**src/rtl/core/als_pkg.sv**
```systemverilog
package als_pkg;

  // Field widths
  localparam int unsigned TimeW   = 10;
  localparam int unsigned CostW   = 18;
  localparam int unsigned IdxW    = 7;
  localparam int unsigned CfgIdxW = 2;

  localparam int unsigned MaxStationsDef = 64;

  // Configuration register indexes
  typedef enum logic [CfgIdxW-1:0] {
    CFG_ENTRY_A = 2'd0,
    CFG_ENTRY_B = 2'd1,
    CFG_EXIT_A  = 2'd2,
    CFG_EXIT_B  = 2'd3
  } cfg_reg_e;

  // Microprogram addresses
  typedef enum logic [1:0] {
    STEP_ACCEPT = 2'd0,
    STEP_FINISH = 2'd1,
    STEP_EMIT   = 2'd2
  } step_e;

  // Jump conditions
  typedef enum logic [1:0] {
    COND_NONE     = 2'd0,
    COND_ALWAYS   = 2'd1,
    COND_IN_DONE  = 2'd2,
    COND_OUT_DONE = 2'd3
  } cond_e;

  // One control word
  typedef struct packed {
    logic  in_rdy;
    logic  finish_en;
    logic  emit_en;
    cond_e cond;
    step_e target;
    step_e seq_next;
  } ctrl_t;

  // Datapath status toward the sequencer
  typedef struct packed {
    logic in_done;
    logic out_done;
  } status_t;

  // Control store
  function automatic ctrl_t ucode_rom(step_e step);
    ctrl_t w;
    w = '{in_rdy: 1'b0, finish_en: 1'b0, emit_en: 1'b0, cond: COND_NONE,
          target: STEP_ACCEPT, seq_next: STEP_ACCEPT};
    unique case (step)
      STEP_ACCEPT: begin
        w.in_rdy   = 1'b1;
        w.cond     = COND_IN_DONE;
        w.target   = STEP_FINISH;
        w.seq_next = STEP_ACCEPT;
      end
      STEP_FINISH: begin
        w.finish_en = 1'b1;
        w.cond      = COND_ALWAYS;
        w.target    = STEP_EMIT;
        w.seq_next  = STEP_EMIT;
      end
      STEP_EMIT: begin
        w.emit_en  = 1'b1;
        w.cond     = COND_OUT_DONE;
        w.target   = STEP_ACCEPT;
        w.seq_next = STEP_EMIT;
      end
      default: begin
        w.cond   = COND_ALWAYS;
        w.target = STEP_ACCEPT;
      end
    endcase
    return w;
  endfunction

endpackage

```
**src/rtl/core/als_seq.sv**
```systemverilog
module als_seq
  import als_pkg::*;
(
  input  logic    clk_i,
  input  logic    rst_ni,
  input  status_t status_i,
  output ctrl_t   ctrl_o
);

  step_e step_q, step_d;
  logic  take_jump;

  // Fetch the control word of the current step
  assign ctrl_o = ucode_rom(step_q);

  // Evaluate the jump condition
  always_comb begin
    unique case (ctrl_o.cond)
      COND_NONE:     take_jump = 1'b0;
      COND_ALWAYS:   take_jump = 1'b1;
      COND_IN_DONE:  take_jump = status_i.in_done;
      COND_OUT_DONE: take_jump = status_i.out_done;
      default:       take_jump = 1'b0;
    endcase
  end

  assign step_d = take_jump ? ctrl_o.target : ctrl_o.seq_next;

  // Advance the step counter
  always_ff @(posedge clk_i or negedge rst_ni) begin
    if (!rst_ni) begin
      step_q <= STEP_ACCEPT;
    end else begin
      step_q <= step_d;
    end
  end

  a_finish_after_last_in : assert property (@(posedge clk_i) disable iff (!rst_ni)
    status_i.in_done |=> ctrl_o.finish_en)
    else $error("finish step did not follow the last station");

  a_accept_after_last_out : assert property (@(posedge clk_i) disable iff (!rst_ni)
    status_i.out_done |=> ctrl_o.in_rdy)
    else $error("sequencer did not return to accepting stations");

  a_one_action : assert property (@(posedge clk_i) disable iff (!rst_ni)
    $onehot0({ctrl_o.in_rdy, ctrl_o.finish_en, ctrl_o.emit_en}))
    else $error("control word enables more than one action");

endmodule

```
**src/rtl/core/als_dp.sv**
```systemverilog
module als_dp
  import als_pkg::*;
#(
  parameter int unsigned MaxStations = MaxStationsDef
) (
  input  logic               clk_i,
  input  logic               rst_ni,
  input  ctrl_t              ctrl_i,
  output status_t            status_o,
  input  logic               cfg_we_i,
  input  logic [CfgIdxW-1:0] cfg_idx_i,
  input  logic [TimeW-1:0]   cfg_data_i,
  input  logic               in_valid_i,
  output logic               in_stall_o,
  input  logic [TimeW-1:0]   time_a_i,
  input  logic [TimeW-1:0]   time_b_i,
  input  logic [TimeW-1:0]   move_a_to_b_i,
  input  logic [TimeW-1:0]   move_b_to_a_i,
  input  logic               final_station_i,
  output logic               out_valid_o,
  input  logic               out_stall_i,
  output logic [IdxW-1:0]    station_index_o,
  output logic               line_used_o,
  output logic [CostW-1:0]   total_time_o,
  output logic               path_end_o
);

  localparam int unsigned CntW  = $clog2(MaxStations + 1);
  localparam int unsigned AddrW = $clog2(MaxStations);

  logic [TimeW-1:0] entry_a_q, entry_b_q, exit_a_q, exit_b_q;
  logic [CostW-1:0] best_a_q, best_b_q;
  logic [TimeW-1:0] move_ab_q, move_ba_q;
  logic [CntW-1:0]  cnt_q, cnt_inc;
  logic [CntW-1:0]  k_q, k_d;
  logic             line_q, line_d;
  logic [CostW-1:0] total_q;
  logic [1:0]       choice_mem [MaxStations];
  logic [1:0]       rd_q;
  logic [AddrW-1:0] rd_addr;

  logic             in_fire, first, full, emit_fire, out_free;
  logic [CostW-1:0] stay_a, cross_a, stay_b, cross_b, na, nb;
  logic [1:0]       choice;
  logic [CostW-1:0] fin_a, fin_b;

  logic             out_valid_q;
  logic [CntW-1:0]  out_k_q;
  logic             out_line_q, out_end_q;
  logic [CostW-1:0] out_total_q;

  // Configuration registers
  always_ff @(posedge clk_i or negedge rst_ni) begin
    if (!rst_ni) begin
      entry_a_q <= '0;
      entry_b_q <= '0;
      exit_a_q  <= '0;
      exit_b_q  <= '0;
    end else if (cfg_we_i) begin
      unique case (cfg_reg_e'(cfg_idx_i))
        CFG_ENTRY_A: entry_a_q <= cfg_data_i;
        CFG_ENTRY_B: entry_b_q <= cfg_data_i;
        CFG_EXIT_A:  exit_a_q  <= cfg_data_i;
        CFG_EXIT_B:  exit_b_q  <= cfg_data_i;
        default:     entry_a_q <= entry_a_q;
      endcase
    end
  end

  // Forward relaxation of one station
  assign in_stall_o = !ctrl_i.in_rdy;
  assign in_fire    = in_valid_i && ctrl_i.in_rdy;
  assign first      = (cnt_q == '0);
  assign cnt_inc    = cnt_q + 1'b1;
  assign full       = (cnt_inc == CntW'(MaxStations));

  assign stay_a  = best_a_q + CostW'(time_a_i);
  assign cross_a = best_b_q + CostW'(move_ba_q) + CostW'(time_a_i);
  assign stay_b  = best_b_q + CostW'(time_b_i);
  assign cross_b = best_a_q + CostW'(move_ab_q) + CostW'(time_b_i);

  always_comb begin
    choice = 2'b00;
    if (first) begin
      na = CostW'(entry_a_q) + CostW'(time_a_i);
      nb = CostW'(entry_b_q) + CostW'(time_b_i);
    end else begin
      // ties stay on the same line
      if (stay_a <= cross_a) begin
        na = stay_a;
      end else begin
        na        = cross_a;
        choice[0] = 1'b1;
      end
      if (stay_b <= cross_b) begin
        nb = stay_b;
      end else begin
        nb        = cross_b;
        choice[1] = 1'b1;
      end
    end
  end

  // Exit costs, ties go to line A
  assign fin_a = best_a_q + CostW'(exit_a_q);
  assign fin_b = best_b_q + CostW'(exit_b_q);

  // Backtrace control
  assign out_free  = !out_valid_q || !out_stall_i;
  assign emit_fire = ctrl_i.emit_en && out_free;

  assign status_o.in_done  = in_fire && (final_station_i || full);
  assign status_o.out_done = emit_fire && (k_q == CntW'(1));

  always_comb begin
    k_d    = k_q;
    line_d = line_q;
    if (ctrl_i.finish_en) begin
      k_d    = cnt_q;
      line_d = (fin_a <= fin_b) ? 1'b0 : 1'b1;
    end else if (emit_fire) begin
      k_d    = k_q - 1'b1;
      line_d = line_q ^ rd_q[line_q];
    end
  end

  assign rd_addr = AddrW'(k_d - 1'b1);

  // Run state
  always_ff @(posedge clk_i or negedge rst_ni) begin
    if (!rst_ni) begin
      best_a_q  <= '0;
      best_b_q  <= '0;
      move_ab_q <= '0;
      move_ba_q <= '0;
      cnt_q     <= '0;
    end else if (in_fire) begin
      best_a_q  <= na;
      best_b_q  <= nb;
      move_ab_q <= move_a_to_b_i;
      move_ba_q <= move_b_to_a_i;
      cnt_q     <= cnt_inc;
    end else if (status_o.out_done) begin
      cnt_q <= '0;
    end
  end

  // Backtrace registers
  always_ff @(posedge clk_i or negedge rst_ni) begin
    if (!rst_ni) begin
      k_q    <= '0;
      line_q <= 1'b0;
    end else begin
      k_q    <= k_d;
      line_q <= line_d;
    end
  end

  always_ff @(posedge clk_i) begin
    if (ctrl_i.finish_en) begin
      total_q <= (fin_a <= fin_b) ? fin_a : fin_b;
    end
  end

  // Choice store, registered read one step ahead of the backtrace
  always_ff @(posedge clk_i) begin
    if (in_fire) begin
      choice_mem[cnt_q[AddrW-1:0]] <= choice;
    end
    rd_q <= choice_mem[rd_addr];
  end

  // Output register
  always_ff @(posedge clk_i or negedge rst_ni) begin
    if (!rst_ni) begin
      out_valid_q <= 1'b0;
    end else if (emit_fire) begin
      out_valid_q <= 1'b1;
    end else if (!out_stall_i) begin
      out_valid_q <= 1'b0;
    end
  end

  always_ff @(posedge clk_i) begin
    if (emit_fire) begin
      out_k_q     <= k_q;
      out_line_q  <= line_q;
      out_total_q <= total_q;
      out_end_q   <= (k_q == CntW'(1));
    end
  end

  assign out_valid_o     = out_valid_q;
  assign station_index_o = IdxW'(out_k_q);
  assign line_used_o     = out_line_q;
  assign total_time_o    = out_total_q;
  assign path_end_o      = out_end_q;

  a_count_bound : assert property (@(posedge clk_i) disable iff (!rst_ni)
    cnt_q <= CntW'(MaxStations))
    else $error("station count beyond store depth");

  a_emit_nonzero : assert property (@(posedge clk_i) disable iff (!rst_ni)
    ctrl_i.emit_en |-> (k_q != '0))
    else $error("backtrace ran past station one");

endmodule

```
**src/rtl/core/assembly_line_schedule.sv**
```systemverilog
// Stations are taken one per cycle while the block is collecting a run.
// After the last station, a finish step adds exit costs, then one result per
// cycle from the last station back to station one, paced by the output stall.
// Input is held stalled during the finish step and the backtrace.
// Reset (rst_ni low, asynchronous) clears control state and the run; the choice
// store needs no clearing since a backtrace reads only entries of its run.
module assembly_line_schedule
  import als_pkg::*;
#(
  parameter int unsigned MaxStations = MaxStationsDef
) (
  input  logic               clk_i,
  input  logic               rst_ni,
  input  logic               cfg_we_i,
  input  logic [CfgIdxW-1:0] cfg_idx_i,
  input  logic [TimeW-1:0]   cfg_data_i,
  input  logic               in_valid_i,
  output logic               in_stall_o,
  input  logic [TimeW-1:0]   time_a_i,
  input  logic [TimeW-1:0]   time_b_i,
  input  logic [TimeW-1:0]   move_a_to_b_i,
  input  logic [TimeW-1:0]   move_b_to_a_i,
  input  logic               final_station_i,
  output logic               out_valid_o,
  input  logic               out_stall_i,
  output logic [IdxW-1:0]    station_index_o,
  output logic               line_used_o,
  output logic [CostW-1:0]   total_time_o,
  output logic               path_end_o
);

  ctrl_t   ctrl;
  status_t status;

  als_seq u_seq (
    .clk_i    (clk_i),
    .rst_ni   (rst_ni),
    .status_i (status),
    .ctrl_o   (ctrl)
  );

  als_dp #(
    .MaxStations (MaxStations)
  ) u_dp (
    .clk_i           (clk_i),
    .rst_ni          (rst_ni),
    .ctrl_i          (ctrl),
    .status_o        (status),
    .cfg_we_i        (cfg_we_i),
    .cfg_idx_i       (cfg_idx_i),
    .cfg_data_i      (cfg_data_i),
    .in_valid_i      (in_valid_i),
    .in_stall_o      (in_stall_o),
    .time_a_i        (time_a_i),
    .time_b_i        (time_b_i),
    .move_a_to_b_i   (move_a_to_b_i),
    .move_b_to_a_i   (move_b_to_a_i),
    .final_station_i (final_station_i),
    .out_valid_o     (out_valid_o),
    .out_stall_i     (out_stall_i),
    .station_index_o (station_index_o),
    .line_used_o     (line_used_o),
    .total_time_o    (total_time_o),
    .path_end_o      (path_end_o)
  );

endmodule
```
**config.mk**
```make
export PLATFORM = sky130hd
export DESIGN_NAME = assembly_line_schedule
export DESIGN_NICKNAME = d
export VERILOG_FILES = /design/src/rtl/core/als_pkg.sv /design/src/rtl/core/als_seq.sv /design/src/rtl/core/als_dp.sv /design/src/rtl/core/assembly_line_schedule.sv
export SDC_FILE = /design/constraint.sdc
export NUM_CORES = 1
export LEC_CHECK = 0
export ABC_AREA = 1
export BUFFER_PORTS_ARGS = -buffer_cell sky130_fd_sc_hd__buf_2
export CORE_UTILIZATION = 35
export DETAILED_ROUTE_END_ITERATION = 10
export PLACE_DENSITY = 0.61
export SKIP_CTS_REPAIR_TIMING = 1
export SLEW_MARGIN = 20
export SYNTH_ARGS = -nofsm -noshare
export SYNTH_HDL_FRONTEND = slang
export SYNTH_HIERARCHICAL = 1
export SYNTH_SLANG_ARGS = --single-unit
export TNS_END_PERCENT = 100
```
**constraint.sdc**
```tcl
create_clock -name clk_i -period 9.8 [get_ports clk_i]
set_clock_uncertainty 0.15 [all_clocks]
set_input_delay 0.49 -clock clk_i [delete_from_list [all_inputs] [get_ports clk_i]]
set_output_delay 0.49 -clock clk_i [all_outputs]
set_load 0.1 [all_outputs]
```
==> results.yml <==
finish:
  nNetsFinal: 2661
  final_util: 0.3993
  final_area_um2: 21620
  drive_gt1_frac: 0.07367
  diodes: 0
  synthToLayoutAreaGrowth_pct: 12.27
detailed_routing:
  dr.pass1.iters: 5
  drc_errors: 0
  routedWlPerCell_um: 18.32
  ant_nets: 0
  routed-via-count: 16345
  wl_um: 57760
  drtIter0Drc: 1141
  viasPerCell: 5.184
clock_network:
  cts_buffers: 35
  cts_tree: "built"
  cts-root-buf: "clkbuf_16"
  cts_buffer_depth: 3
  clkSinkCount: 289
  path_clk_slew_ns: 0.06
  cts-htree-levels: 2
  clock_latency_ns: 0.56
logic_synthesis:
  ys_warn_count: 6
  synth_area_um2: 19250
  syn-mean-instance-area_um2: 8.155
  synth_fp_nets: 2591
  netlist_instances: 2361
setup_path:
  cpMostUsedCell: "nand3_1"
  start_kind: "flip-flop"
  required_ns: 10.07
  worstPathCellList: "inv_1, ha_1, buf_4, inv_4, nand4_4, nand3_4, ha_1, buf_4, clkinv_1, nand3_1, nand3_1, nand3_1, nand3_1, nand3_1, nand2_1"
  cp.buffers_inverters: 5
  worstPathMaxFanout: 72
  cpMaxStageDelayCell: "clkinv_1"
  crit_family: "simple AND/OR/NAND/NOR gates"
  crit_type: "reg2reg"
  max_stage_delay_ns: 0.90
  arrival_ns: 6.04
  cp-end-kind: "flip-flop"
place:
  dp_hpwl_um: 42920
  place.gp.congestion: 0.9205
  placed_area_um2: 20330
  io_buffers: 86
sta:
  max_freq_mhz: 173.2
  setup_tns_ns: 0
  hold_viol: 4
  tightestPinTransition_ns: 1.081
  slew_headroom: 0.2785
  setup_viol: 0
  min_period_ns: 5.774
  rsz0062_at_grt: "false"
  holdWs_ns: -0.005604
  slew_viol_final: 0
  finalCritPeriodShare: 0.5891
grt:
  antenna_found_initial: 0
  first_global_vias: 15562
  grt_use_total: 0.2081
  grt_pass1_wl_um: 90330
  grt.overflow.total: 0
  grt_max_degree: 73
die:
  dieHeight_um: 236.6
  floorplan.core_area_um2: 54130
  ioPinCount: 87
  start_util: 0.3557
  dieArea_um2: 55960
  fp.dieW_um: 236.6
  row_count: 85
outcome:
  failed_checks: "negative hold slack"
  status: "finished, violations left"
job:
  drv_cap: 0
worst_hold_path:
  hold_class: "in2reg"
## layout make-up
class                   count  area (µm²)
clock buffers              50       992.2
clock inverters            13       200.2
fillers                  5450       32520
inverters                 314        1186
multi-input cells        1686        9682
flip-flops and latches    289        8088
well taps                 696       870.8
repair buffers            105       598.1
## sequential cells by signal, summed over array words and instances (netlist names), 2 cells and up
register,flops
u_dp/total_q,18
u_seq/step_q,2
u_dp/cnt_q,7
u_dp/station_index_o,7
u_dp/move_ab_q,10
u_dp/rd_q,2
u_dp/entry_b_q,10
u_dp/best_b_q,18
u_dp/choice_mem,128
u_dp/exit_a_q,10
u_dp/total_time_o,18
u_dp/entry_a_q,10
u_dp/move_ba_q,10
u_dp/exit_b_q,10
u_dp/best_a_q,18
u_dp/k_q,7
## layout by cell type, fill, tap and decap left out, types with 3 or more instances in the layout
cell and n:
or2_2 3, o21bai_1 15, nand2_2 8, nand4_1 65, clkinv_2 4, xnor2_1 27, xor2_1 60, edfxtp_1 173
clkbuf_16 35, a31oi_1 7, o21a_1 3, dfrtp_1 114, nand3_1 248, buf_2 85, o22ai_1 6, o21ai_0 127
buf_4 11, bufinv_16 4, ha_1 144, fa_1 28, a21o_1 11, clkbuf_8 6, o21ai_1 3, nor3_1 24
nand2_1 601, clkbuf_1 9, nor2_2 4, a21oi_1 97, inv_2 3, nand3b_1 8, nor2_1 159, clkinv_1 5
a21boi_0 3, a31o_2 3, and2_1 3, dlygate4sd3_1 9, o211ai_1 12, inv_1 305
## through the flow
stage / hold slack, ns / setup slack (ns) / std cells
after floorplan: 0.04441 / 4.053 / 2361
after global placement: 0.2555 / 4.342 / 3081
after detailed placement: 0.2545 / 4.265 / 3081
after CTS: -0.1081 / 4.325 / 3144
after global routing: 0.001300 / 3.625 / 3153
final: -0.005604 / 4.026 / 3153
## tightest hold or removal path, stage by stage
cell     delay [ns]
buf_2          0.07
nand2_1        0.04
nand2_1        0.06
## layer usage
layer	vias up	part of all wire	track usage
met5	-	0	0
met4	0	0.032	0.07497
met3	96	0.053	0.02740
met2	517	0.48	0.3464
met1	7722	0.44	0.2762
li1	8010	-	-
## worst paths after layout
path / startpoint / end / slack (ns) / cells past startpoint
max: u_seq/step_q[1] / u_dp/rd_q[1] / 4.03 / 15
min: move_a_to_b_i[1] / u_dp/move_ab_q[1] / -0.006 / 3
max reg2reg: u_seq/step_q[1] / u_dp/rd_q[1] / 4.03 / 15
min reg2reg: u_dp/total_q[7] / u_dp/total_time_o[7] / 0.27 / 0
max in group asynchronous: rst_ni / u_dp/move_ab_q[7] / 7.77 / 3
min in group asynchronous: rst_ni / u_dp/move_ba_q[7] / 0.42 / 2
Power is left out: the tool's default activity adds up to more than one toggle a clock period on the data nets, which glitch-free logic cannot reach.
